[src/rtl/rzvd_pkg.sv]
// rzvd_pkg: shared types and constants of the remap zigzag varint delta encoder
// used by the interfaces, the divider and the top level; depends on nothing
`timescale 1ns / 1ps

package rzvd_pkg;

    typedef enum logic [1:0] {
        OP_WRITE  = 2'd0,
        OP_ENCODE = 2'd1,
        OP_END    = 2'd2,
        OP_RSVD   = 2'd3
    } t_opcode;

    typedef enum logic [3:0] {
        S_IDLE   = 4'b0001,
        S_READ   = 4'b0010,
        S_EMIT   = 4'b0100,
        S_SINGLE = 4'b1000
    } t_state;

    // register indexes on the config port
    localparam logic REG_PC_QUANTUM = 1'b0;
    localparam logic REG_MAP_COUNT  = 1'b1;

    localparam int  GROUP_BITS   = 7;
    localparam logic [31:0] PREV_RESET = 32'hFFFF_FFFF;
    localparam logic [8:0]  IDX_NONE   = 9'h1FF;

    typedef struct packed {
        logic        start;
        logic [31:0] dividend;
        logic [2:0]  divisor;
    } t_div_req;

endpackage

[src/rtl/rzvd_div.sv]
// rzvd_div: iterative restoring divider, 32-bit dividend by 3-bit divisor
// four quotient bits per cycle; depends on rzvd_pkg
`timescale 1ns / 1ps

module rzvd_div
    import rzvd_pkg::*;
(
    input  logic        i_clk,
    input  logic        i_rst_n,
    input  t_div_req    i_req,
    output logic        o_done,
    output logic [31:0] o_quotient
);

    logic        r_busy, n_busy;
    logic [2:0]  r_cnt, n_cnt;
    logic [31:0] r_num, n_num;
    logic [2:0]  r_rem, n_rem;
    logic [2:0]  r_dvs, n_dvs;

    always_comb begin
        logic [3:0]  t;
        logic [31:0] num;
        logic [2:0]  rem;
        logic        ge;
        n_busy = r_busy;
        n_cnt  = r_cnt;
        n_num  = r_num;
        n_rem  = r_rem;
        n_dvs  = r_dvs;
        num    = r_num;
        rem    = r_rem;
        for (int j = 0; j < 4; j++) begin
            t   = {rem, num[31]};
            ge  = (t >= {1'b0, r_dvs});
            num = {num[30:0], ge};
            rem = ge ? 3'(t - {1'b0, r_dvs}) : t[2:0];
        end
        if (i_req.start) begin
            n_busy = 1'b1;
            n_cnt  = '0;
            n_num  = i_req.dividend;
            n_rem  = '0;
            // zero quantum acts as one
            n_dvs  = (i_req.divisor == 3'd0) ? 3'd1 : i_req.divisor;
        end else if (r_busy) begin
            n_num = num;
            n_rem = rem;
            n_cnt = r_cnt + 3'd1;
            if (r_cnt == 3'd7) begin
                n_busy = 1'b0;
            end
        end
    end

    always_ff @(posedge i_clk) begin
        if (!i_rst_n) begin
            r_busy <= 1'b0;
            r_cnt  <= '0;
        end else begin
            r_busy <= n_busy;
            r_cnt  <= n_cnt;
        end
        r_num <= n_num;
        r_rem <= n_rem;
        r_dvs <= n_dvs;
    end

    assign o_done     = !r_busy;
    assign o_quotient = r_num;

endmodule

[config.mk]
export PLATFORM = sky130hd
export DESIGN_NAME = rzvd_div
export DESIGN_NICKNAME = d
export VERILOG_FILES = /design/src/rtl/rzvd_pkg.sv /design/src/rtl/rzvd_div.sv
export SDC_FILE = /design/constraint.sdc
export NUM_CORES = 1
export LEC_CHECK = 0
export BUFFER_PORTS_ARGS = -buffer_cell sky130_fd_sc_hd__buf_2
export CAP_MARGIN = 20
export CORE_MARGIN = 8
export CORE_UTILIZATION = 45
export DETAILED_ROUTE_END_ITERATION = 12
export PLACE_DENSITY = 0.72
export SETUP_SLACK_MARGIN = 0.1
export SYNTH_ARGS = -nofsm -noshare
export SYNTH_HDL_FRONTEND = slang
export SYNTH_SLANG_ARGS = --single-unit
[constraint.sdc]
create_clock -name i_clk -period 14.7 [get_ports i_clk]
set_input_delay 0.735 -clock i_clk [delete_from_list [all_inputs] [get_ports i_clk]]
set_output_delay 0.735 -clock i_clk [all_outputs]
set_load 0.02 [all_outputs]
## Word level (Yosys, flattened, before mapping)

Index checks and enable logic that the tools add are counted.

| storage, ports and cells | value |
|---|---|
| register bits | 42 |
| latch bits | 0 |
| RAM bits | 0 |
| ROM bits | 0 |
| input port bits | 38 |
| output and inout bits | 33 |
| word-level logic and storage cells | 29 |
| memories | 0 |

| operators by class | value |
|---|---|
| add/subtract/negate cells | 5 |
| multiply operators | 0 |
| div/mod/pow operators | 0 |
| $lt $le $gt $ge | 4 |
| equal/unequal tests | 1 |
| shift operators | 0 |
| multiplexer cells | 9 |
| bitwise gates (word level) | 1 |
| reduce and logical (&&, ||, !) cells | 4 |

Operators with widths:

| kind | number |
|---|---|
| 2-to-1 mux 32 bit | 2 |
| >= comparator 4 x 3 -> 1 bit | 4 |
| 2-to-1 mux 3 bit | 4 |
| subtractor 3 bit | 4 |
| adder 3 x 1 -> 3 bit, second input constant | 1 |
| == test 3 bit, second input constant | 1 |
| zero test 3 bit | 1 |
| 2-to-1 mux 1 bit | 3 |
| nonzero test 2 bit | 1 |
| OR reduction 2 bit | 1 |
| zero test 1 bit | 1 |
| inverter 1 bit | 1 |

## Depth between registers and ports, before layout

| depth | value |
|---|---|
| depth after elaboration | 9 |
| mapped depth | 27 |
| gate-level depth less buffers | 27 |

## Least setup slack after synthesis

OpenSTA, ideal clock, no wires.

| timing path | value |
|---|---|
| path kind | flip-flop to flip-flop |
| from | register r_num[31] (netlist: o_quotient[31]) |
| to | register r_num[0] (netlist: o_quotient[0]), data pin |
| setup time | 260 ps |
| data arrival time | 5180 ps |
| data required time | 14440 ps |
| setup slack | 9260 ps |
| cell stages (with the launch flop) | 26 |
| buffers on the path | 0 |
| period minus slack after synthesis | 5440 ps |
| path through | edfxtp_1 inv_1 ha_1 inv_1 fa_1 a211oi_1 o21ai_0 nand2_1 inv_1 ha_1 a21bo_2 a21oi_2 o21ai_2 o21a_1 ha_1 nand2_1 nand2_1 a21o_1 a221o_2 nor2_1 a21oi_1 fa_1 a21o_1 a21o_1 a221o_2 mux2_2 |

| between the ends | value |
|---|---|
| longest elaborated chain between the ends | 9 |
| elaborated cells on any way between the ends | 12 |
| those cells by class | 3 x add/sub; 4 x order compare; 5 x mux |

Ends and longest elaborated chain:

| item | RTL line | RTL |
|---|---|---|
| start: declaration | rzvd_div.sv:17 | `logic [31:0] r_num, n_num;` |
| start signal: assignment | rzvd_div.sv:64 | `r_num <= n_num;` |
| >= comparator 4 x 3 -> 1 bit or subtractor 3 bit (tied branches) | rzvd_div.sv:35, rzvd_div.sv:37 |  |
| 2-to-1 mux 3 bit * | rzvd_div.sv:37 | `rem = ge ? 3'(t - {1'b0, r_dvs}) : t[2:0];` |
| >= comparator 4 x 3 -> 1 bit or subtractor 3 bit (tied branches) | rzvd_div.sv:35, rzvd_div.sv:37 |  |
| 2-to-1 mux 3 bit * | rzvd_div.sv:37 |  |
| >= comparator 4 x 3 -> 1 bit or subtractor 3 bit (tied branches) | rzvd_div.sv:35, rzvd_div.sv:37 |  |
| 2-to-1 mux 3 bit * | rzvd_div.sv:37 |  |
| >= comparator 4 x 3 -> 1 bit * | rzvd_div.sv:35 | `ge = (t >= {1'b0, r_dvs});` |
| 2-to-1 mux 32 bit * | rzvd_div.sv:46 | `end else if (r_busy) begin` |
| 2-to-1 mux 32 bit * | rzvd_div.sv:39 | `if (i_req.start) begin` |
| named net n_num[0] | rzvd_div.sv:17 |  |

The timed path passes the listed nets; every way through them passes the cells marked *. The select of a mux whose other input is x is not followed.
A chain may end at the register's enable or synchronous reset.

## Worst setup path in the final report

| timing path | value |
|---|---|
| from | register r_dvs[1] |
| to | register r_rem[1] |

| between the ends | value |
|---|---|
| longest elaborated chain between the ends | 8 |
| elaborated cells on any way between the ends | 12 |
| those cells by class | 4 x add/sub; 4 x order compare; 4 x mux |

Ends and longest elaborated chain:

| item | RTL line | RTL |
|---|---|---|
| start: declaration | rzvd_div.sv:19 | `logic [2:0] r_dvs, n_dvs;` |
| start signal: assignment | rzvd_div.sv:66 | `r_dvs <= n_dvs;` |
| >= comparator 4 x 3 -> 1 bit or subtractor 3 bit (tied branches) | rzvd_div.sv:35, rzvd_div.sv:37 |  |
| 2-to-1 mux 3 bit | rzvd_div.sv:37 |  |
| >= comparator 4 x 3 -> 1 bit or subtractor 3 bit (tied branches) | rzvd_div.sv:35, rzvd_div.sv:37 |  |
| 2-to-1 mux 3 bit | rzvd_div.sv:37 |  |
| >= comparator 4 x 3 -> 1 bit or subtractor 3 bit (tied branches) | rzvd_div.sv:35, rzvd_div.sv:37 |  |
| 2-to-1 mux 3 bit | rzvd_div.sv:37 |  |
| >= comparator 4 x 3 -> 1 bit or subtractor 3 bit (tied branches) | rzvd_div.sv:35, rzvd_div.sv:37 |  |
| 2-to-1 mux 3 bit * | rzvd_div.sv:37 |  |
| end signal: assignment | rzvd_div.sv:65 | `r_rem <= n_rem;` |
| end: declaration | rzvd_div.sv:18 | `logic [2:0] r_rem, n_rem;` |

Every way passes the cells marked *; elsewhere a longest branch is shown, timed or not.

==> summary.txt <==
run status -> finished, final reports clean
Setup Fix Bufs, Post-CTS -> 0
# port buffers -> 70
Synth Area per Inst -> 12.7 µm²
Die Width -> 88.5 µm
Clock Skew -> 8.23 ps
vias in the first global route -> 1818
total number of vias -> 1652
Pleak -> 1.30 nW
TNS Setup -> 0 ps
# DRC -> 0
HP Class -> flop to flop
Arr. time, crit path -> 6080 ps
most frequent cells in the layout -> buf_2 (70), edfxtp_1 (35), mux2_2 (32)
Logic pwr share -> 51.4%
wire length per cell -> 15.6 µm
initial drt markers -> 58
Routed WL -> 5.14 mm
Reg clk slew, reported paths -> 90 ps
Max-slew headroom -> 46.2%
initial core utilization -> 46.3%
main area contributors after synthesis -> edfxtp_1 (44%), mux2_2 (15%), ha_1 (7.4%)
worst slew pin tran -> 807 ps
top cell type's share of synthesized area -> 44.4%
die area -> 7830 µm²
Seq pwr share -> 32.1%
Core Rows -> 26
Hold Buf Count CTS -> 0
CTS HTree Levels -> 2
post_cts resized -> 0
num ports -> 71
Clk pwr share -> 16.5%
antenna fix cells -> 0
cell accounting for the most synthesized area -> edfxtp_1
Sw Share -> 39.0%
Cells after Synth -> 187
clk sinks -> 42
Pre-antenna DRT Iters -> 4
power per cell area -> 179 nW/µm²
Worst EP required -> 14950 ps
Ys Warns -> 0
Setup CP Type -> flop to flop
final setup vio count -> 0
CP Capture Type -> flop
Seq/Total Area, Yosys -> 50.3%
GRT busiest layer -> met2
GR Layer Usage met2 -> 22.7%
routed vias/inst -> 5.02
crit-path max FO -> 9
nets -> 314
post-synth cell types -> 38
routability cong. -> 0.859
FILL cells -> 440
Peak VDD IR -> 0.0831 mV
unrepaired setup endpoints after global routing -> false
total track usage -> 13.9%
CP startpoint kind -> flop
Period Utilization, post-route -> 39.7%
flip-flop and latch count after synthesis -> 42
Max Transition Viols Final -> 0
CTS tree -> done
TritonCTS Buffers -> 5
first-pass GRT wire length -> 8.42 mm
commonest non-fill, non-tap cell in the layout -> buf_2
fin crit period -> 5830 ps
max-cap check violation count -> 0
routing usage on met1 -> 15.4%
Die Y -> 88.5 µm
f_max -> 171 MHz
clk_lat worst skew -> 300 ps
layout cells sized above 1 -> 46.3%
CORE AREA -> 5110 µm²
area grow syn2layout -> 22.2%
DP HPWL -> 4.02 mm
largest net degree at the start of global routing -> 40
gr ovfl total -> 0
synthesized netlist net count -> 243
Internal -> 0.000316 W
switching power -> 0.000202 W
met3 Use GR -> 7.15%
clock root cell -> clkbuf_8
initial antenna violation count -> 0
Clock Tree Buf Depth -> 2
final hold vios -> 0
Routed Antenna Nets -> 0
Cells after DPL -> 321
synthesized cell area -> 2370 µm²
Finished Layout Cells -> 329
worst paths after layout:
path / slack, ps / cells after the start / from / endpoint
setup / recovery: 8870 / 24 / r_dvs[1]$_SDFFCE_PN0P_ / r_rem[1]$_SDFFE_PP0P_
hold / removal: 520 / 2 / r_cnt[1]$_SDFFE_PP0P_ / r_cnt[1]$_SDFFE_PP0P_
setup reg to reg: 8870 / 24 / r_dvs[1]$_SDFFCE_PN0P_ / r_rem[1]$_SDFFE_PP0P_
hold reg to reg: 520 / 2 / r_cnt[1]$_SDFFE_PP0P_ / r_cnt[1]$_SDFFE_PP0P_
state kept, by name (all words and copies together), names as in the netlist:
register    cells
o_quotient     32
r_busy          1
r_cnt           3
r_dvs           3
r_rem           3
worst max-delay path, stage by stage, from the launching register on:
cell and delay [ps]:
edfxtp_1 440, inv_1 200, fa_1 520, a211oi_1 400, o21ai_0 190, nand2_1 140, inv_1 70, ha_1 270
a21bo_2 220, a21oi_2 200, o21ai_2 160, o21a_1 220, inv_1 70, fa_1 250, nand2_1 70, a21o_1 190
a221o_2 360, nor2_1 120, a21oi_1 80, fa_1 430, a21o_1 180, a21o_1 190, a221o_2 350, a221oi_1 350
a21o_1 120
cells by family after synthesis:
family          Yosys count  share of synthesized area [%]
simple gates             32                           6.13
compound gates           31                           9.84
buf+inv                  22                           3.49
flops                    42                           50.3
mux                      37                           17.6
fa+ha+maj                18                           10.8
xor+xnor                  5                           1.85
layer usage:
| layer | share of wire [%] | vias up |
|---|---|---|
| li1 | - | 823 |
| met2 | 48 | 44 |
| met4 | 0.84 | 0 |
| met5 | 0 | - |
| met1 | 42 | 781 |
| met3 | 8.7 | 4 |
power groups by stage:
stage | Clock [W] | Sequential, W | Combinational (W)
floorplan | 0 | 0.000186 | 0.000187
global placement | 0 | 0.000169 | 0.000260
detailed placement | 0 | 0.000169 | 0.000267
CTS | 0.0000882 | 0.000167 | 0.000269
global route | 0.0000923 | 0.000170 | 0.000297
finish | 0.0000854 | 0.000167 | 0.000266
synth_stat cells:
cell	count
nor3_2	1
o21ai_0	3
ha_1	14
inv_1	15
or2b_1	1
a21oi_1	5
o21ai_2	2
mux2_2	32
dfxtp_1	7
and3_1	1
o21a_1	2
o2bb2ai_1	1
mux2i_1	4
a21o_1	4
nand3_1	2
xor2_1	1
o21ai_1	1
a2111oi_0	1
o21bai_1	1
nand2b_1	2
xnor2_1	4
fa_1	4
or2_1	1
nand4_1	1
a22o_1	2
a211o_1	1
a221o_2	2
nor2_1	8
a31oi_1	1
a21oi_2	1
nand2_1	15
clkbuf_1	4
a211oi_1	1
buf_1	3
edfxtp_1	35
a21bo_2	2
mux2_4	1
a221oi_1	1
cell type report:
class                           instances  area [µm²]  area share (%)
Multi-Input combinational cell        123        1090            37.8
Clock inverter                          2        12.5           0.433
Timing Repair Buffer                   71         358            12.4
Tap cell                               70        87.6            3.03
Inverter                               15        56.3            1.95
Clock buffer                            6        93.8            3.25
Sequential cell                        42        1190            41.2
through the flow:
stage | util, % | total power, W | hold slack (ps) | worst slack (ps) | cell area, µm²
after detailed placement | 54.5 | 0.000435 | 510 | 8880 | 2790
after global routing | 56.6 | 0.000559 | 558 | 8430 | 2890
after CTS | 56.6 | 0.000524 | 534 | 8870 | 2890
after floorplan | - | 0.000372 | 465 | 9260 | 2370
final | 56.6 | 0.000519 | 523 | 8870 | 2890
after global placement | 54.5 | 0.000429 | 481 | 9150 | 2790
No activity file was read; power rests on OpenSTA's default activity.
